===== config.mk =====
export PLATFORM = sky130hd
export DESIGN_NAME = rv32se_front
export DESIGN_NICKNAME = d
export VERILOG_FILES = /design/src/rv32_subset_execute_unit_macros.svh /design/src/rv32se_pkg.sv /design/src/rv32se_front.sv
export SDC_FILE = /design/constraint.sdc
export NUM_CORES = 1
export LEC_CHECK = 0
export BUFFER_PORTS_ARGS = -buffer_cell sky130_fd_sc_hd__clkbuf_2
export CORE_UTILIZATION = 41
export DETAILED_ROUTE_END_ITERATION = 12
export GPL_TIMING_DRIVEN = 0
export PLACE_DENSITY_LB_ADDON = 0.1
export RECOVER_POWER = 50
export SLEW_MARGIN = 20
export SYNTH_ARGS = -nofsm -noshare
export SYNTH_HDL_FRONTEND = slang
export SYNTH_SLANG_ARGS = --single-unit

===== constraint.sdc =====
create_clock -name vclk -period 1.9
set_input_delay 0.285 -clock vclk [all_inputs]
set_output_delay 0.285 -clock vclk [all_outputs]
set_load 0.005 [all_outputs]

===== src/rv32_subset_execute_unit_macros.svh =====
// Assertion macros shared by the execute unit's modules.
`ifndef RV32_SUBSET_EXECUTE_UNIT_MACROS_SVH
`define RV32_SUBSET_EXECUTE_UNIT_MACROS_SVH

// Combinational check, sampled on every clock while out of reset.
`define RVSE_ASSERT(lbl, prop, msg) \
  lbl: assert property (@(posedge clk) disable iff (!rst_n) (prop)) \
    else $error(msg);

// Check in the cycle after a trigger.
`define RVSE_ASSERT_NEXT(lbl, pre, post, msg) \
  lbl: assert property (@(posedge clk) disable iff (!rst_n) (pre) |=> (post)) \
    else $error(msg);

`endif


===== src/rv32se_pkg.sv =====
// Shared types and constants of the RV32 subset execute unit.
`default_nettype none

package rv32se_pkg;

  localparam int QUEUE_DEPTH = 2;

  typedef enum logic [4:0] {
    OP_ADD  = 5'd0,
    OP_SUB  = 5'd1,
    OP_AND  = 5'd2,
    OP_OR   = 5'd3,
    OP_XOR  = 5'd4,
    OP_SLT  = 5'd5,
    OP_SLL  = 5'd6,
    OP_SRA  = 5'd7,
    OP_ADDI = 5'd8,
    OP_ANDI = 5'd9,
    OP_ORI  = 5'd10,
    OP_XORI = 5'd11,
    OP_SLTI = 5'd12,
    OP_LW   = 5'd13,
    OP_LB   = 5'd14,
    OP_SW   = 5'd15,
    OP_SB   = 5'd16,
    OP_LUI  = 5'd17
  } op_t;

  typedef enum logic [2:0] {
    K_NONE,
    K_ALU,
    K_LW,
    K_LB,
    K_SW,
    K_SB
  } kind_t;

  typedef enum logic [3:0] {
    FN_ADD,
    FN_SUB,
    FN_AND,
    FN_OR,
    FN_XOR,
    FN_SLT,
    FN_SLL,
    FN_SRA,
    FN_PASS
  } alu_fn_t;

  // Decoded instruction as it sits in the queue.
  typedef struct packed {
    kind_t       kind;
    alu_fn_t     fn;
    logic        use_imm;
    logic        wr_reg;
    logic [4:0]  rd;
    logic [4:0]  ra;
    logic [4:0]  rb;
    logic [31:0] imm;
  } dec_t;

endpackage

`default_nettype wire


===== src/rv32se_front.sv =====
// Front end: input handshake and instruction classification.
`default_nettype none

module rv32se_front (
  input  wire logic               in_valid,
  output logic                    in_ready,
  input  wire logic [4:0]         in_opcode,
  input  wire logic [4:0]         in_first_reg,
  input  wire logic [4:0]         in_src_reg_a,
  input  wire logic [4:0]         in_src_reg_b,
  input  wire logic signed [31:0] in_immediate,
  input  wire logic               q_full,
  input  wire logic               clear_busy,
  output logic                    push,
  output rv32se_pkg::dec_t        push_data
);

  logic [31:0] imm_u;
  logic [31:0] imm_i;

  assign in_ready = !q_full && !clear_busy;
  assign push     = in_valid && in_ready;
  assign imm_u    = in_immediate;
  assign imm_i    = {{20{imm_u[11]}}, imm_u[11:0]};

  always_comb begin
    push_data.kind    = rv32se_pkg::K_NONE;
    push_data.fn      = rv32se_pkg::FN_ADD;
    push_data.use_imm = 1'b0;
    push_data.rd      = in_first_reg;
    push_data.ra      = in_src_reg_a;
    push_data.rb      = in_src_reg_b;
    push_data.imm     = imm_i;
    unique case (rv32se_pkg::op_t'(in_opcode))
      rv32se_pkg::OP_ADD: begin
        push_data.kind = rv32se_pkg::K_ALU;
        push_data.fn   = rv32se_pkg::FN_ADD;
      end
      rv32se_pkg::OP_SUB: begin
        push_data.kind = rv32se_pkg::K_ALU;
        push_data.fn   = rv32se_pkg::FN_SUB;
      end
      rv32se_pkg::OP_AND: begin
        push_data.kind = rv32se_pkg::K_ALU;
        push_data.fn   = rv32se_pkg::FN_AND;
      end
      rv32se_pkg::OP_OR: begin
        push_data.kind = rv32se_pkg::K_ALU;
        push_data.fn   = rv32se_pkg::FN_OR;
      end
      rv32se_pkg::OP_XOR: begin
        push_data.kind = rv32se_pkg::K_ALU;
        push_data.fn   = rv32se_pkg::FN_XOR;
      end
      rv32se_pkg::OP_SLT: begin
        push_data.kind = rv32se_pkg::K_ALU;
        push_data.fn   = rv32se_pkg::FN_SLT;
      end
      rv32se_pkg::OP_SLL: begin
        push_data.kind = rv32se_pkg::K_ALU;
        push_data.fn   = rv32se_pkg::FN_SLL;
      end
      rv32se_pkg::OP_SRA: begin
        push_data.kind = rv32se_pkg::K_ALU;
        push_data.fn   = rv32se_pkg::FN_SRA;
      end
      rv32se_pkg::OP_ADDI: begin
        push_data.kind    = rv32se_pkg::K_ALU;
        push_data.fn      = rv32se_pkg::FN_ADD;
        push_data.use_imm = 1'b1;
      end
      rv32se_pkg::OP_ANDI: begin
        push_data.kind    = rv32se_pkg::K_ALU;
        push_data.fn      = rv32se_pkg::FN_AND;
        push_data.use_imm = 1'b1;
      end
      rv32se_pkg::OP_ORI: begin
        push_data.kind    = rv32se_pkg::K_ALU;
        push_data.fn      = rv32se_pkg::FN_OR;
        push_data.use_imm = 1'b1;
      end
      rv32se_pkg::OP_XORI: begin
        push_data.kind    = rv32se_pkg::K_ALU;
        push_data.fn      = rv32se_pkg::FN_XOR;
        push_data.use_imm = 1'b1;
      end
      rv32se_pkg::OP_SLTI: begin
        push_data.kind    = rv32se_pkg::K_ALU;
        push_data.fn      = rv32se_pkg::FN_SLT;
        push_data.use_imm = 1'b1;
      end
      rv32se_pkg::OP_LW: begin
        push_data.kind = rv32se_pkg::K_LW;
        push_data.imm  = imm_u;
      end
      rv32se_pkg::OP_LB: begin
        push_data.kind = rv32se_pkg::K_LB;
        push_data.imm  = imm_u;
      end
      rv32se_pkg::OP_SW: begin
        push_data.kind = rv32se_pkg::K_SW;
        push_data.rb   = in_first_reg;   // store data rides on read port B
        push_data.imm  = imm_u;
      end
      rv32se_pkg::OP_SB: begin
        push_data.kind = rv32se_pkg::K_SB;
        push_data.rb   = in_first_reg;
        push_data.imm  = imm_u;
      end
      rv32se_pkg::OP_LUI: begin
        push_data.kind    = rv32se_pkg::K_ALU;
        push_data.fn      = rv32se_pkg::FN_PASS;
        push_data.use_imm = 1'b1;
        push_data.imm     = {imm_u[19:0], 12'h000};
      end
      default: begin
        push_data.kind = rv32se_pkg::K_NONE;
      end
    endcase
    push_data.wr_reg = (push_data.kind == rv32se_pkg::K_ALU ||
                        push_data.kind == rv32se_pkg::K_LW ||
                        push_data.kind == rv32se_pkg::K_LB) && (in_first_reg != 5'd0);
  end

endmodule

`default_nettype wire


# --- Word-level counts from Yosys, hierarchy flattened ---
# Cells that the tools add are included.
totals:
  ff_bits: 0
  inputBits: 55
  output_inout_bits: 58
  wordCells: 42
op_classes:
  eq_ne: 20
  mux: 5
  reduce_logical: 17
ops:
  columns: ["op", "count"]
  rows:
  - ["32-bit case mux with 2 select lines", 1]
  - ["5-bit by 4-bit == test with 1-bit output, second input constant", 8]
  - ["4-bit case mux with 8 select lines", 1]
  - ["5-bit by 3-bit == test with 1-bit output, second input constant", 4]
  - ["3-bit case mux with 5 select lines", 1]
  - ["14-bit OR reduction", 1]
  - ["5-bit by 2-bit == test with 1-bit output, second input constant", 2]
  - ["5-bit == test, second input constant", 2]
  - ["2-bit OR reduction", 5]
  - ["3-bit by 2-bit == test with 1-bit output, second input constant", 2]
  - ["6-bit OR reduction", 1]
  - ["5-bit by 1-bit == test with 1-bit output, second input constant", 1]
  - ["5-bit logical NOT", 1]
  - ["5-bit 2-to-1 mux", 1]
  - ["5-bit nonzero test", 1]
  - ["4-bit OR reduction", 1]
  - ["3-bit by 1-bit == test with 1-bit output, second input constant", 1]
  - ["1-bit logical AND", 3]
  - ["1-bit logical NOT", 2]
  - ["1-bit logical OR", 2]
  - ["1-bit 2-to-1 mux", 1]

# --- Logic depth before layout (Yosys ltp) ---
logic_depth:
  word_depth: 7
  mapped_depth: 6

# --- Least setup slack after synthesis ---
# No wires, ideal clock.
synth_timing:
  path_type: "input -> output"
  from: "input in_opcode[0]"
  to: "output push_data[23] in the netlist's numbering"
  t_arrival_ns: 1.359
  required_time_ns: 1.615
  slack_ns: 0.256
  cell_stages: 5
  n_path_buf: 2
  path_cell_list: "buf_2 > nor2_1 > mux2_2 > buf_6 > mux2_4"
synth_rtl:
  columns: ["item", "line_no", "text"]
  rows:
  - ["start: declaration", "rv32se_front.sv:7", "input wire logic [4:0] in_opcode,"]
  - ["end: declaration", "rv32se_front.sv:15", "output rv32se_pkg::dec_t push_data"]

==> flow_summary.toml <==
[synthesis]
syn-instance-count = 187
ys_warn_count = 0
yosys.area.top_type = "nand4b_1"
synth_top_cell_area_share = 0.123
syn_area_per_cell_sq_um = 7.21
netlist_area_sq_um = 1350
synthTopCellsByArea = "nand4b_1 12%, a22oi_1 11%, nor3b_1 11%, o211ai_1 11%, o21a_1 11%"
synth_cell_type_count = 32
ys_seq_area_frac = 0
syn-num-nets = 242

[power_and_ir_drop]
pwr-share-comb = 1.000
p_per_area_nw_per_um2 = 212
seq_power_share = 0
p_clk_frac = 0
leakage_uw = 0.000863
p_switching_uw = 199
swShare = 0.485
p_int_uw = 212
ir_worst_vdd_mv = 0.103

[layout]
fin_util = 0.631
regArea_sq_um = 0
areaGrowthSynthToFinish_pct = 44.2
nNetsFinal = 349
diodes = 0
multi_input_area_sq_um = 1110
seq_cell_count = 0
clockBufferCount = 0
fill_cells = 322
drive_above_1_share = 0.483

[critical_path]
criticalPathCategory = "in2out"
cp.required_ps = 1620
path_max_fanout = 9
arrival_ps = 1590
crit_path_start_kind = "input pin"
crit_path_end_kind = "output pin"

[global_route]
grt_max_degree = 11
grt_pass1_vias = 1493
grt_pass1_wl_mm = 6.67
grt_usage = 0.237
antenna_found_initial = 0
grt-ovfl-total = 0

[routing]
routed_wl_mm = 4.44
first_pass_iters = 4
vias = 1875
wl_per_cell_um = 13.2
ant_nets = 0
vias_per_cell = 5.58
remaining_drc_errors = 0
drtIter0Drc = 75

[worst_hold_path]
min-delay-start = "in_src_reg_a[3]"
min_to = "push_data[40]"
min_path_cells = 2
hold_class = "in2out"

[timing]
slew_headroom = 0.689
worst_pin_slew_ps = 467
max_clock_freq_ghz = 0.533
hold_viol = 0
fin_crit_sh = 0.988
setup_viol = 0
setup_ws_ps = 22.3
fin_crit_ps = 1880
fin_hold_ws_ps = 740
rsz0062_at_grt = "yes"
drv_slew = 0

[placement]
io_buffers = 104
place_ws_ps = 14.8
gp_congestion = 0.876
hpwl_mm = 3.49

[status]
status = "complete, no violations"

[floorplanning]
die_x_um = 59.3
fp-row-count = 20
dieArea_sq_um = 3520
start_util = 0.438
coreArea_sq_um = 3080
ioPinCount = 113
die_h_um = 59.3

[cts]
cts_hold_buf = 0

[job]
maxCapViolCount = 0
-- routing by layer --
metal / GRT usage / vias to the layer above / wire length, um
li1: - / 929 / -
met1: 0.353 / 852 / 2070
met2: 0.404 / 94 / 2040
met3: 0 / 0 / 330
met4: 0.00340 / 0 / 0
met5: 0 / - / 0
-- final cells by class --
cell class	count	area share
buffer	39	0.122
inverter	5	0.00966
multi-input combinational	143	0.574
tap	44	0.0283
timing repair buffer	105	0.266
-- metrics by stage --
| stage | std cells | instance area [sq um] | total power [uW] | setup TNS, ps |
|---|---|---|---|---|
| 2_1_floorplan | 187 | 1350 | 233 | 0 |
| 3_3_place_gp | 335 | 1920 | 403 | 0 |
| 3_5_place_dp | 335 | 1920 | 407 | 0 |
| 4_1_cts | 335 | 1920 | 408 | 0 |
| 5_1_grt | 336 | 1940 | 449 | -178 |
| 6_report | 336 | 1940 | 411 | 0 |
-- critical path: stages --
cell      delay (ps)
buf_4            140
nor3b_4          170
buf_4            140
a22oi_2          360
mux2_2           380
clkbuf_2         110
-- placed cells by master (no fill, tap or decap), types with 2 or more instances in the layout --
cell      count
clkbuf_2    103
nor3b_1      20
o21ai_0       2
buf_6         2
nor2_1        2
buf_2         8
nand2b_1      2
clkbuf_4      4
a21oi_1       3
mux2_2        6
buf_4        12
o21a_1       20
and2_1       12
clkbuf_1     15
inv_1         5
a22oi_1      20
o211ai_1     20
nand4b_1     19
-- worst max path at each step --
stage | start | end | slack (ps) | cells past startpoint
after floorplan | in_opcode[0] | push_data[23] | 260 | 5
after global placement | in_opcode[3] | push_data[30] | 20 | 7
after detailed placement | in_opcode[3] | push_data[24] | 10 | 7
after CTS | in_opcode[3] | push_data[24] | 10 | 7
after global routing | in_opcode[4] | push_data[32] | -40 | 6
final | in_opcode[4] | push_data[32] | 20 | 6
-- power groups by stage --
stage | Clock, uW | Combinational, uW | Sequential [uW]
2_1_floorplan | 0 | 233 | 0
3_3_place_gp | 0 | 403 | 0
3_5_place_dp | 0 | 407 | 0
4_1_cts | 0 | 408 | 0
5_1_grt | 0 | 449 | 0
6_report | 0 | 411 | 0
-- cell usage after synthesis (2+ instances only) --
master	n
buf_1	2
nor2_1	3
mux2_2	6
nor3b_1	20
nand2b_1	2
and2_1	13
inv_1	5
o21ai_0	2
nand4b_1	19
o211ai_1	20
a22oi_1	20
buf_4	13
clkbuf_1	12
buf_2	11
o21a_1	20
a21oi_1	3
-- what timing repair did --
item	CTS	global route
hold endpoints to repair	0	0
resized for setup	0	19
setup buffers	0	1
endpoints found under the setup margin	0	20
-- cell families after synthesis --
kind of cell              Yosys count  synth area share
xor gates and xnor gates            1           0.00650
buffers and inverters              44             0.175
AOI/OAI and AO/OA                  71             0.396
and+or+nand+nor                    64             0.361
muxes                               7            0.0613
No activity file was read; power rests on OpenSTA's default activity.
