### config.mk
export PLATFORM = sky130hd
export DESIGN_NAME = rv32se_queue
export DESIGN_NICKNAME = d
export VERILOG_FILES = /design/src/rv32se_pkg.sv /design/src/rv32se_queue.sv
export VERILOG_INCLUDE_DIRS = /design/src /design/src/src
export SDC_FILE = /design/constraint.sdc
export NUM_CORES = 1
export LEC_CHECK = 0
export ABC_AREA = 0
export BUFFER_PORTS_ARGS = -buffer_cell sky130_fd_sc_hd__buf_2
export CAP_MARGIN = 20
export CORE_MARGIN = 8
export CORE_UTILIZATION = 55
export CTS_BUF_LIST = sky130_fd_sc_hd__clkbuf_16
export DETAILED_ROUTE_END_ITERATION = 16
export PLACE_DENSITY_LB_ADDON = 0.12
export SYNTH_ARGS = -nofsm -noshare
export SYNTH_HDL_FRONTEND = slang
export SYNTH_SLANG_ARGS = --single-unit
### constraint.sdc
create_clock -name clk -period 10.3 [get_ports clk]
set_input_delay 1.03 -clock clk [delete_from_list [all_inputs] [get_ports clk]]
set_output_delay 1.03 -clock clk [all_outputs]
set_load 0.01 [all_outputs]
### src/rv32_subset_execute_unit_macros.svh
// Assertion macros shared by the execute unit's modules.
`ifndef RV32_SUBSET_EXECUTE_UNIT_MACROS_SVH
`define RV32_SUBSET_EXECUTE_UNIT_MACROS_SVH

// Combinational check, sampled on every clock while out of reset.
`define RVSE_ASSERT(lbl, prop, msg) \
  lbl: assert property (@(posedge clk) disable iff (!rst_n) (prop)) \
    else $error(msg);

// Check in the cycle after a trigger.
`define RVSE_ASSERT_NEXT(lbl, pre, post, msg) \
  lbl: assert property (@(posedge clk) disable iff (!rst_n) (pre) |=> (post)) \
    else $error(msg);

`endif

### src/rv32se_pkg.sv
// Shared types and constants of the RV32 subset execute unit.
`default_nettype none

package rv32se_pkg;

  localparam int QUEUE_DEPTH = 2;

  typedef enum logic [4:0] {
    OP_ADD  = 5'd0,
    OP_SUB  = 5'd1,
    OP_AND  = 5'd2,
    OP_OR   = 5'd3,
    OP_XOR  = 5'd4,
    OP_SLT  = 5'd5,
    OP_SLL  = 5'd6,
    OP_SRA  = 5'd7,
    OP_ADDI = 5'd8,
    OP_ANDI = 5'd9,
    OP_ORI  = 5'd10,
    OP_XORI = 5'd11,
    OP_SLTI = 5'd12,
    OP_LW   = 5'd13,
    OP_LB   = 5'd14,
    OP_SW   = 5'd15,
    OP_SB   = 5'd16,
    OP_LUI  = 5'd17
  } op_t;

  typedef enum logic [2:0] {
    K_NONE,
    K_ALU,
    K_LW,
    K_LB,
    K_SW,
    K_SB
  } kind_t;

  typedef enum logic [3:0] {
    FN_ADD,
    FN_SUB,
    FN_AND,
    FN_OR,
    FN_XOR,
    FN_SLT,
    FN_SLL,
    FN_SRA,
    FN_PASS
  } alu_fn_t;

  // Decoded instruction as it sits in the queue.
  typedef struct packed {
    kind_t       kind;
    alu_fn_t     fn;
    logic        use_imm;
    logic        wr_reg;
    logic [4:0]  rd;
    logic [4:0]  ra;
    logic [4:0]  rb;
    logic [31:0] imm;
  } dec_t;

endpackage

`default_nettype wire

### src/rv32se_queue.sv
// Small FIFO of decoded instructions between front and back end.
`include "rv32_subset_execute_unit_macros.svh"
`default_nettype none

module rv32se_queue (
  input  wire logic              clk,
  input  wire logic              rst_n,
  input  wire logic              push,
  input  wire rv32se_pkg::dec_t  push_data,
  input  wire logic              pop,
  output logic                   full,
  output logic                   valid,
  output rv32se_pkg::dec_t       head
);

  localparam int DEPTH = rv32se_pkg::QUEUE_DEPTH;
  localparam int PTR_W = (DEPTH > 1) ? $clog2(DEPTH) : 1;
  localparam int CNT_W = $clog2(DEPTH + 1);

  rv32se_pkg::dec_t  entry_r [DEPTH];
  logic [PTR_W-1:0]  wr_ptr_r;
  logic [PTR_W-1:0]  rd_ptr_r;
  logic [CNT_W-1:0]  count_r;

  function automatic logic [PTR_W-1:0] ptr_inc(input logic [PTR_W-1:0] p);
    logic [PTR_W-1:0] r;
    if (p == PTR_W'(DEPTH - 1)) begin
      r = '0;
    end else begin
      r = p + {{(PTR_W-1){1'b0}}, 1'b1};
    end
    return r;
  endfunction

  assign full  = (count_r == CNT_W'(DEPTH));
  assign valid = (count_r != '0);
  assign head  = entry_r[rd_ptr_r];

  always_ff @(posedge clk) begin
    if (push) begin
      entry_r[wr_ptr_r] <= push_data;
    end
  end

  always_ff @(posedge clk) begin
    if (!rst_n) begin
      wr_ptr_r <= '0;
      rd_ptr_r <= '0;
      count_r  <= '0;
    end else begin
      if (push) begin
        wr_ptr_r <= ptr_inc(wr_ptr_r);
      end
      if (pop) begin
        rd_ptr_r <= ptr_inc(rd_ptr_r);
      end
      if (push && !pop) begin
        count_r <= count_r + {{(CNT_W-1){1'b0}}, 1'b1};
      end else if (pop && !push) begin
        count_r <= count_r - {{(CNT_W-1){1'b0}}, 1'b1};
      end
    end
  end

  `RVSE_ASSERT(a_no_push_full, !(push && full && !pop), "queue push while full")
  `RVSE_ASSERT(a_no_pop_empty, !(pop && !valid), "queue pop while empty")

endmodule

`default_nettype wire

After elaboration in Yosys (flattened, before gate mapping)
Memory sizes are Yosys's and may differ from the RTL's. A register that Yosys moved wholly into a read port is not among the register bits.
Index checks and enable logic that the tools add are counted.
{ "word_totals": {"reg_bits": 4, "ram_bits": 112, "inputBits": 60, "n_memories": 1} }
{ "op_classes": {"n_addsub": 4, "n_eq_ne": 1, "n_mux": 8, "n_reduce_logical": 6} }
{ "mem_list": {"columns": ["name", "words", "word_bits", "read_ports", "rd_ports_with_merged_regs", "wr", "line_no", "rtl"], "rows": [
  ["entry_r", 2, 56, 1, 1, 1, "rv32se_queue.sv:20", "rv32se_pkg::dec_t entry_r [DEPTH];"]
]} }
{ "ops": {"columns": ["op", "count"], "rows": [
  ["$mux W1", 6],
  ["$mux W2", 2],
  ["$reduce_bool A2 Y1", 2],
  ["$add A1 B1 Y1 const B", 2],
  ["$add A2 B1 Y2 const B", 1],
  ["$eq A2 B2 Y1 const B", 1],
  ["$logic_and A1 B1 Y1", 2],
  ["$logic_not A1 Y1", 2],
  ["$sub A2 B1 Y2 const B", 1]
]} }

Logic depth before layout (Yosys ltp)
Gate-level depths: netlist of run 1.
{ "depth": {"word_depth": 4, "mapped_depth": 5, "ltp_nobuf": 5} }

Worst setup path after synthesis of run 1
OpenSTA, ideal clock, no wires.
{ "synth_path": {"kind": "input port to flip-flop", "startpoint": "input port push", "endpoint": "memory entry_r[0][0] (netlist bit), enable pin", "setup_ns": 0.478, "arrival_ns": 3.534, "slack_ns": 6.289, "cell_stages": 1, "path_cell_list": "nor2b_1"} }
{ "synth_via": {"elab_chain_len": 2} }
{ "synth_rtl": {"columns": ["element", "line_no", "rtl"], "rows": [
  ["from (decl)", "rv32se_queue.sv:8", "input wire logic push,"],
  ["$mux W1", "rv32se_queue.sv:40", "if (push) begin"],
  ["$mux W1 (implied by the code)", "rv32se_queue.sv:41", "entry_r[wr_ptr_r] <= push_data;"],
  ["to (decl)", "rv32se_queue.sv:20", null]
]} }
No other way between the ends.

==> run summary, run 1 <==
====================================================================================================
Residual DRC                                                                                       0
Maximum fanout along the worst path                                                               44
Chain of cells forming the critical path                                                buf_4 > mux2_2 > buf_2
Wire per inst                                                                               17.78 µm
Critical Path RT                                                                             9.27 ns
Count of cell types in the netlist                                                                18
Number of rows created at floorplan                                                               32
Number of buffer and inverter stages on the critical path                                          2
Share of synthesized area occupied by flip-flops and latches                                  81.05%
Count of mapped cells out of synthesis                                                           196
FF+latch count, synth                                                                            117
Count of final hold-check violations                                                               0
Class of the tightest hold or removal check                                             register to register
Clock tree from TritonCTS                                                                       done
Clock root cell                                                                            clkbuf_16
Avg Vias per Cell                                                                              4.968
Placeable core region                                                                       7647 µm²
Layout area overhead                                                                          31.07%
Setup total negative slack                                                                      0 ns
IR Drop Worst-Case VDD                                                                      159.9 µV
Leading cell type in the layout, fill and taps excluded                                        buf_2
Initial antenna violation count                                                                    0
Cell type of the slowest stage on the worst timing path                                        buf_4
Relative max-transition margin                                                                50.09%
Detailed placement HPWL                                                                     5.239 mm
Portion of the clock cycle consumed by the worst path in the final layout                     29.79%
Worst clock skew                                                                          0.01014 ns
Startpoint of the worst hold path                                                         count_r[1]
Final GP Congestion                                                                           0.6853
Commonest cells after routing, fill and taps aside                                      117 x buf_2, 112 x edfxtp_1, 56 x mux2_2
Slew at the pin with the worst max-slew slack                                              0.7487 ns
Final Max Slew Viols                                                                               0
Biggest cell delay along the critical path                                                   0.54 ns
CTS Hold Buffers Added                                                                             0
Origin of the critical flop-to-flop path                                                    wr_ptr_r
Share of post-route cells with drive strength above 1                                         61.11%
Number of buffers added by the clock tree synthesis step                                          17
Diodes inserted                                                                                    0
Clock-pin slew reported for the worst setup and hold paths after clock tree synthesis        0.05 ns
Worst hold slack                                                                           0.5342 ns
Remaining number of nets flagged by the antenna check after routing                                0
Die area                                                                                   10850 µm²
Setup repair after global routing missed its margin                                               no
Clock Latency Late Sink                                                                      0.39 ns
Net count after synthesis                                                                        257
Result of the run                                                                          completed
Initial Util                                                                                  55.87%
Htree depth                                                                                        4
Port buffer count                                                                                117
Number of search-and-repair iterations in the first detailed-routing pass                          4
Final layout net count                                                                           390
Yosys synthesis warning count                                                                      0
# setup viols final                                                                                0
Pin count of the biggest net entering global routing                                              57
Via count                                                                                       2206
Maximum clock frequency                                                                    325.9 MHz
Vertical extent of the die                                                                  104.1 µm
Cell area after synthesis                                                                   4273 µm²
Kind of start point of the critical path                                                    register
Total of cells resized after clock tree synthesis                                                  0
Overall power                                                                               1.283 mW
Number of violations of the max-capacitance limit                                                  0
Worst Setup End Kind                                                                     output port
Violation count after the first detailed-route iteration                                         122
Global-route usage over all layers                                                            14.92%
Vias in the first global route                                                                  2480
Horizontal die dimension                                                                    104.1 µm
Synthesized area divided by synthesized cell count                                         21.80 µm²
Ratio of total power to cell area                                                       229.1 nW/µm²
Max Root-Sink Buffers                                                                              2
CP top delay family                                                                     buffers and inverters
Overall overflow remaining after global route                                                      0
Top-level port count                                                                             118
First-pass GRT wire length                                                                  12.52 mm
Leakage dissipation                                                                         2.152 nW
Clock sink total                                                                                 117
Number of setup buffers added after CTS                                                            0
Clock period minus worst slack                                                              3.068 ns
Arrival time at the worst endpoint                                                           2.04 ns
Total wire length                                                                           7.894 mm
Path type of the worst setup path                                                       register to output port
====================================================================================================
## worst register-to-register path: stages (launching register included)
cell and delay (ns):
dfxtp_1 0.34, nor2b_4 0.36, buf_4 0.59
## cell families after synthesis
logic type      Yosys count  synth area share (%)
buf+inv                   7                 1.435
fa+ha+maj                 1                0.2928
flops                   117                 81.05
xor+xnor                  3                0.6150
simple gates              9                 1.376
compound gates            3                0.4685
mux                      56                 14.76
## final timing paths
kind | slack [ns] | end | cells after the start
setup / recovery | 7.23 | head[29] | 3
hold / removal | 0.53 | count_r[1] | 2
setup reg to reg | 8.61 | entry_r[0][20] | 2
hold reg to reg | 0.53 | count_r[1] | 2
## synth_stat cells
cell | count | area [µm²]
o21ai_0 | 1 | 5.000
a21boi_1 | 1 | 7.510
or2_2 | 1 | 6.260
inv_1 | 1 | 3.750
xor2_1 | 2 | 17.52
or3_1 | 1 | 6.260
ha_1 | 1 | 12.51
dfxtp_1 | 5 | 100.1
xnor2_1 | 1 | 8.760
edfxtp_1 | 112 | 3363
nor2b_1 | 2 | 12.51
o21a_1 | 1 | 7.510
buf_6 | 4 | 45.04
buf_4 | 1 | 7.510
buf_2 | 1 | 5.000
and2_1 | 4 | 25.02
mux2_2 | 56 | 630.6
and2b_2 | 1 | 8.760
## flip-flops by register name, summed over array words and instances, names as in the netlist, named ones only
| name | flops |
|---|---|
| wr_ptr_r | 1 |
| rd_ptr_r | 1 |
| entry_r | 112 |
| count_r | 2 |
## layout make-up
type | count | area (µm²)
clock buffer | 17 | 425.4
clock inverter | 15 | 214.0
fill | 485 | 2047
inverter | 1 | 3.754
multi-input combinational | 72 | 757.0
sequential | 117 | 3465
tap | 102 | 127.6
timing repair buffer | 120 | 608.1
## through the flow
stage                     instance area, µm²  util (%)  worst slack (ns)  instances
after detailed placement                4961     64.87             7.611        412
after global routing                    5600     73.23             7.101        444
final                                   5600     73.23             7.232        444
after floorplan                         4273         -             6.289        196
after global placement                  4961     64.87             7.608        412
after CTS                               5600     73.23             7.177        444
## per-layer routing
| metal | GRT usage [%] | vias up | wire (µm) | part of all wire (%) |
|---|---|---|---|---|
| met2 | 26.21 | 79 | 4223 | 53 |
| met5 | 0 | - | 0 | 0 |
| met3 | 5.638 | 3 | 548 | 6.9 |
| li1 | - | 1040 | - | - |
| met1 | 16.16 | 1084 | 3081 | 39 |
| met4 | 4.964 | 0 | 40 | 0.51 |
## report_power, final
group	leakage, nW	switching (mW)	internal, mW
logic	0.752	0.0544	0.0515
registers	1.09	0.00820	0.550
clock network	0.307	0.193	0.426
total	2.15	0.255	1.03
Note: power is estimated with default switching activity, not from simulation.
==> run 2: changes to the inputs <==
Settings changed: CORE_UTILIZATION 55 to 46.
Clock period 10.3 ns to 2.6 ns, I/O delays scaled along.
==> run 2 against run 1 <==
Compared with the run above:
- utilization decreased by 12 points
- via count hardly changed
- clock skew is 0.0051 ns lower
- sequential power increased to 3.9 times the previous value
- total power grew to 3.9 times the previous value
- cell count rose by 2.5%
- global-route usage down 1.8 points
- design area increased by 0.38%
- count of clock-buffer cells in the layout stayed put
- sequential cell count stayed put
==> run summary, run 2 (synthesis results as in run 1) <==
====================================================================================================
Relative max-transition margin                                                                70.73%
Worst Setup End Kind                                                                     output port
Number of search-and-repair iterations in the first detailed-routing pass                          4
Number of buffers added by the clock tree synthesis step                                          17
Via count                                                                                       2207
Leakage dissipation                                                                         2.165 nW
Clock period minus worst slack                                                              1.931 ns
Ratio of total power to cell area                                                       890.1 nW/µm²
Non-filler cells in the finished layout                                                          455
Clock tree from TritonCTS                                                                       done
Regs by FF count                                                                        entry_r x112, count_r x2
Commonest cells after routing, fill and taps aside                                      117 x buf_2, 112 x edfxtp_1, 56 x mux2_2
Port buffer count                                                                                117
Cell count of the worst reg-to-reg path                                                            2
Initial Util                                                                                  46.91%
Max FFs per register                                                                             112
Detailed placement HPWL                                                                     5.480 mm
Number of setup buffers added after CTS                                                            0
Terminus of the critical flop-to-flop path                                              entry_r[1][30]
Number of rows created at floorplan                                                               35
# setup viols final                                                                                0
Layout area overhead                                                                          31.57%
Result of the run                                                                          completed
Switching share of power                                                                      20.43%
Overall overflow remaining after global route                                                      0
Top-level port count                                                                             118
Clock root cell                                                                            clkbuf_16
Instance count after placement with tap cells included                                           422
Path type of the worst setup path                                                       register to output port
Kind of start point of the critical path                                                    register
Capturing instance or port of the critical path                                             head[15]
Setup repair after global routing missed its margin                                               no
IR Drop Worst-Case VDD                                                                      491.4 µV
Worst clock skew                                                                         0.005053 ns
Placeable core region                                                                       9109 µm²
Share of post-route cells with drive strength above 1                                         61.52%
Clock sink total                                                                                 117
Violation count after the first detailed-route iteration                                          86
Htree depth                                                                                        4
Vertical extent of the die                                                                  112.4 µm
Total wire length                                                                           8.186 mm
Avg Vias per Cell                                                                              4.851
Horizontal die dimension                                                                    112.4 µm
Chain of cells forming the critical path                                                buf_4 > mux2_2 > buf_2
Total internal power                                                                        3.981 mW
CTS Hold Buffers Added                                                                             0
Biggest cell delay along the critical path                                                   0.41 ns
Die area                                                                                   12630 µm²
Class of the tightest hold or removal check                                             input port to register
Power share of the clock group                                                                 47.3%
Max Root-Sink Buffers                                                                              2
Final layout net count                                                                           391
Maximum clock frequency                                                                    517.9 MHz
Count of final hold-check violations                                                               0
Wire per inst                                                                               17.99 µm
Final GP Congestion                                                                           0.6639
Arrival time at the worst endpoint                                                           1.67 ns
Part of the total power dissipated in combinational logic                                       8.7%
Core Util, Final                                                                              61.72%
Origin of the critical flop-to-flop path                                                    wr_ptr_r
Portion of total power attributed to sequential cells                                          44.0%
Maximum fanout along the worst path                                                               32
Number of violations of the max-capacitance limit                                                  0
Largest reg by FF count                                                                      entry_r
Final Max Slew Viols                                                                               0
Global-route usage over all layers                                                            13.11%
Residual DRC                                                                                       0
Critical Path RT                                                                             2.34 ns
Cell type of the slowest stage on the worst timing path                                       mux2_2
Initial antenna violation count                                                                    0
Pin count of the biggest net entering global routing                                              49
Clock-pin slew reported for the worst setup and hold paths after clock tree synthesis        0.05 ns
First-pass GRT wire length                                                                  12.37 mm
Worst hold slack                                                                          0.04868 ns
Clock Latency Late Sink                                                                      0.39 ns
Slew at the pin with the worst max-slew slack                                              0.4391 ns
Total net switching power                                                                   1.022 mW
Vias in the first global route                                                                  2467
Portion of the clock cycle consumed by the worst path in the final layout                     74.26%
Leading cell type in the layout, fill and taps excluded                                        buf_2
Slack of the worst reg-to-reg path                                                           1.23 ns
Total of cells resized after clock tree synthesis                                                  0
Setup total negative slack                                                                      0 ns
Remaining number of nets flagged by the antenna check after routing                                0
====================================================================================================
[run 2: cell types whose count changed in the layout (fill, tap and decap cells not counted), sizes merged]
cell,previous run,this run
buf,120,121
clkinv,5,7
bufinv,5,4
inv,3,4
clkinvlp,3,1
diode,0,1
[run 2: metal layers]
layer / track usage (%) / up-vias / wire [µm]
met3: 6.227 / 8 / 650
li1: - / 1041 / -
met5: 0 / - / 0
met2: 23.20 / 70 / 4384
met4: 6.385 / 0 / 78
met1: 12.53 / 1088 / 3074
[run 2: power groups by stage]
stage / Sequential (mW) / Clock (mW) / Combinational (mW)
after floorplan: 2.24 / 0 / 0.256
after global placement: 2.24 / 0 / 0.440
after CTS: 2.21 / 2.41 / 0.446
after global routing: 2.21 / 2.48 / 0.471
after detailed placement: 2.24 / 0 / 0.444
final: 2.20 / 2.37 / 0.434
[run 2: worst max-delay path: cells and delay by family (launching register included)]
| family | cells | cell delay (ns) |
|---|---|---|
| buffers and inverters | 2 | 0.52 |
| DFF | 1 | 0.32 |
| muxes | 1 | 0.41 |
[run 2: area by class of cell]
cell class	count	area [µm²]
clock buffers	17	425.4
flip-flops and latches	117	3465
diodes	1	2.502
clock inverters	15	188.9
repair buffers	121	640.6
inverters	1	3.754
well taps	111	138.9
multi-input cells	72	757.0
fillers	710	3487
[run 2: worst min path at each step]
stage,startpoint,end,slack (ns),cells after the start
finish,push_data[29],entry_r[0][29],0.05,1
detailed placement,push_data[32],entry_r[1][32],0.45,1
CTS,push_data[32],entry_r[0][32],0.03,1
global placement,push_data[29],entry_r[0][29],0.45,1
floorplan,push_data[0],entry_r[0][0],0.36,0
global route,push_data[32],entry_r[1][32],0.03,1
[run 2: metrics by stage]
step / cell area [µm²] / total power, mW / setup slack, ns
after global placement: 5005 / 2.677 / 1.089
after global routing: 5619 / 5.162 / 0.5972
final: 5622 / 5.004 / 0.6693
after CTS: 5619 / 5.061 / 0.6376
after floorplan: 4275 / 2.493 / 0.3820
after detailed placement: 5005 / 2.686 / 1.072
==> run 3: changes to the inputs <==
Settings changed: ABC_AREA 0 to 1, CORE_UTILIZATION 46 to 47.
Clock period 2.6 ns to 1.6 ns, I/O delays scaled along.
==> run 3 against run 2 <==
Compared with the run above:
- the flow now finishes with violations (negative setup slack)
- non-clock buffer count is 67 higher
- first-iteration DRC count is 1.2% higher
- utilization is 13 points higher
- setup slack lost 0.75 ns
- wire length up 19%
- global-route usage grew 1.7 points
- critical path depth increased by 1
- sequential cell count unchanged
- design area is 21% higher
- critical path type unchanged
- critical endpoint is now head[19]
- largest cell class unchanged
==> run summary, run 3 <==
====================================================================================================
Relative max-transition margin                                                                78.10%
Number of violations of the max-capacitance limit                                                  0
Clock tree from TritonCTS                                                                       done
Worst hold path endpoint                                                                    wr_ptr_r
Result of the run                                                                       finished with violations
Clock sink total                                                                                 117
Final GP Congestion                                                                           0.6930
Largest reg by FF count                                                                      entry_r
Failing checks                                                                          negative setup slack
Global-route usage over all layers                                                            14.82%
Clock Latency Late Sink                                                                      0.39 ns
Highest metal used                                                                              met4
IR Drop Worst-Case VDD                                                                      853.0 µV
Regs by FF count                                                                        entry_r x112, count_r x2
Cell count of the worst reg-to-reg path                                                            3
Chain of cells forming the critical path                                                buf_8 > clkbuf_16 > mux2_4 > buf_6
Port buffer count                                                                                117
Residual DRC                                                                                       0
Maximum clock frequency                                                                    595.4 MHz
Number of logic stages on the critical path including buffering                                    4
FF+latch count, synth                                                                            117
Met2 Routed Length                                                                          5.325 mm
# setup viols final                                                                               56
Worst Setup End Kind                                                                     output port
Total wire length                                                                           9.745 mm
Overall overflow remaining after global route                                                      0
Slack of the worst reg-to-reg path                                                           0.47 ns
Diodes inserted                                                                                    0
Die area                                                                                   12800 µm²
Violation count after the first detailed-route iteration                                          87
Terminus of the critical flop-to-flop path                                              entry_r[1][21]
Biggest cell delay along the critical path                                                   0.37 ns
Kind of start point of the critical path                                                    register
First-pass GRT wire length                                                                  14.45 mm
Number of synthesized flops with an enable pin                                                   112
M1 wire length                                                                              3.810 mm
Count of mapped cells out of synthesis                                                           209
Avg Vias per Cell                                                                              4.789
Cell taking the most area after synthesis                                                   edfxtp_1
Initial Util                                                                                  48.20%
Vias in the first global route                                                                  2891
Wire per inst                                                                               18.32 µm
Met3 WL                                                                                       534 µm
Yosys synthesis warning count                                                                      0
Max FFs per register                                                                             112
Arrival time at the worst endpoint                                                           1.52 ns
Count leader, synth                                                                         edfxtp_1
Remaining number of nets flagged by the antenna check after routing                                0
Maximum fanout along the worst path                                                                8
Setup total negative slack                                                                 -2.835 ns
Leading cell types by count after synthesis                                             112 x edfxtp_1, 40 x mux2_4, 16 x mux2_2, 9 x nand2_1
CP top delay family                                                                     buffers and inverters
Commonest cells after routing, fill and taps aside                                      112 x edfxtp_1, 67 x buf_2, 56 x dlygate4sd3_1
Placeable core region                                                                       9196 µm²
Leading register cell type out of synthesis                                                 edfxtp_1
Htree depth                                                                                        4
Initial antenna violation count                                                                    0
Origin of the critical flop-to-flop path                                                    wr_ptr_r
Portion of the clock cycle consumed by the worst path in the final layout                     105.0%
Class of the tightest hold or removal check                                             input port to register
Cell area after synthesis                                                                   4433 µm²
Leading cell type in the layout, fill and taps excluded                                     edfxtp_1
Detailed placement HPWL                                                                     5.435 mm
Number of search-and-repair iterations in the first detailed-routing pass                          4
Max Root-Sink Buffers                                                                              2
Worst hold slack                                                                          0.03530 ns
Leading post-synthesis cells by cell area                                               edfxtp_1 76%, mux2_4 14%, mux2_2 4.1%, dfxtp_1 2.3%, buf_6 1.3%
Number of buffer and inverter stages on the critical path                                          3
Clock-pin slew reported for the worst setup and hold paths after clock tree synthesis        0.05 ns
Share of synthesized area occupied by flip-flops and latches                                  78.13%
Path type of the worst setup path                                                       register to output port
Asr flop ratio synth                                                                              0%
Top cell type's share of synthesized area                                                     75.87%
Count of final hold-check violations                                                               0
Synthesized area divided by synthesized cell count                                         21.21 µm²
Worst clock skew                                                                         0.005716 ns
Leakage dissipation                                                                         2.777 nW
Startpoint of the worst hold path                                                              rst_n
Critical Path RT                                                                             1.44 ns
Pin count of the biggest net entering global routing                                              57
Slew at the pin with the worst max-slew slack                                              0.3285 ns
Horizontal die dimension                                                                    113.1 µm
Top-level port count                                                                             118
Number of rows created at floorplan                                                               35
Net count after synthesis                                                                        270
Worst setup margin                                                                       -0.07948 ns
Setup repair after global routing missed its margin                                              yes
Cell type of the slowest stage on the worst timing path                                      dfxtp_4
Via count                                                                                       2548
Vertical extent of the die                                                                  113.1 µm
Number of buffers added by the clock tree synthesis step                                          17
Count of cell types in the netlist                                                                14
Clock root cell                                                                            clkbuf_16
Ratio of total power to cell area                                                        1192 nW/µm²
Cell depth of the worst hold path                                                                  3
Layout area overhead                                                                          54.02%
Final Max Slew Viols                                                                               0
Final layout net count                                                                           471
Clock period minus worst slack                                                              1.679 ns
Share of post-route cells with drive strength above 1                                         52.49%
Core Util, Final                                                                              74.24%
====================================================================================================
==> run 3: cell types whose count changed after synthesis, moves of 2 or more <==
| cell | change |
|---|---|
| nand2_1 | +9 |
| xor2_1 | -2 |
| mux2_2 | -40 |
| nor2b_1 | -2 |
| and2_1 | -4 |
| inv_1 | +7 |
| mux2_4 | +40 |
| nor2_1 | +8 |
==> run 3: what timing repair did <==
action	4_1_cts	5_1_grt
hold buffers	56	0
endpoints found under the setup margin	47	56
gates cloned	0	3
setup buffers	4	2
resized for setup	44	24
hold endpoints to repair	112	0
pin swaps	0	0
==> run 3: routing by layer <==
metal,up-vias,track usage (%)
li1,1212,-
met3,9,5.804
met5,-,0
met2,82,26.59
met4,0,5.861
met1,1245,15.14
==> run 3: tightest hold or removal path: cells and delay by family <==
family / cells / cell delay, ns
buf+inv: 1 / 0.13
simple gates: 2 / 0.10
==> run 3: power breakdown <==
part           switching [mW]  internal, mW
registers              0.0466          3.55
logic                   0.436         0.647
clock network            1.23          2.23
total                    1.71          6.43
==> run 3: cell type report <==
| class | instances | area (µm²) |
|---|---|---|
| multi-input cells | 78 | 925.9 |
| well taps | 111 | 138.9 |
| repair buffers | 188 | 1718 |
| flip-flops and latches | 117 | 3468 |
| fillers | 527 | 2369 |
| clock inverters | 13 | 117.6 |
| clock buffers | 17 | 425.4 |
| inverters | 8 | 33.78 |
==> run 3: logic make-up (layout without fill, tap and decap cells) <==
logic type / after synthesis / in the layout / synth area share [%]
mux: 56 / 56 / 17.61
fa+ha+maj: 1 / 1 / 0.2822
buf+inv: 14 / 226 / 2.060
compound gates: 2 / 2 / 0.2256
flops: 117 / 117 / 78.13
simple gates: 19 / 19 / 1.693
==> run 3: worst max path at each step <==
stage | to
finish | head[19]
floorplan | entry_r[1][0]
CTS | head[55]
global route | head[8]
detailed placement | head[36]
global placement | head[36]
==> run 3: per-stage QoR <==
| stage | power, mW | instances | instance area (µm²) | worst slack [ns] |
|---|---|---|---|---|
| after global placement | 4.368 | 437 | 5223 | 0.2544 |
| after detailed placement | 4.383 | 437 | 5223 | 0.2387 |
| after global routing | 8.410 | 532 | 6828 | -0.1253 |
| final | 8.142 | 532 | 6828 | -0.07948 |
| after CTS | 8.093 | 527 | 6621 | -0.09163 |
| after floorplan | 4.068 | 209 | 4448 | 0.002818 |
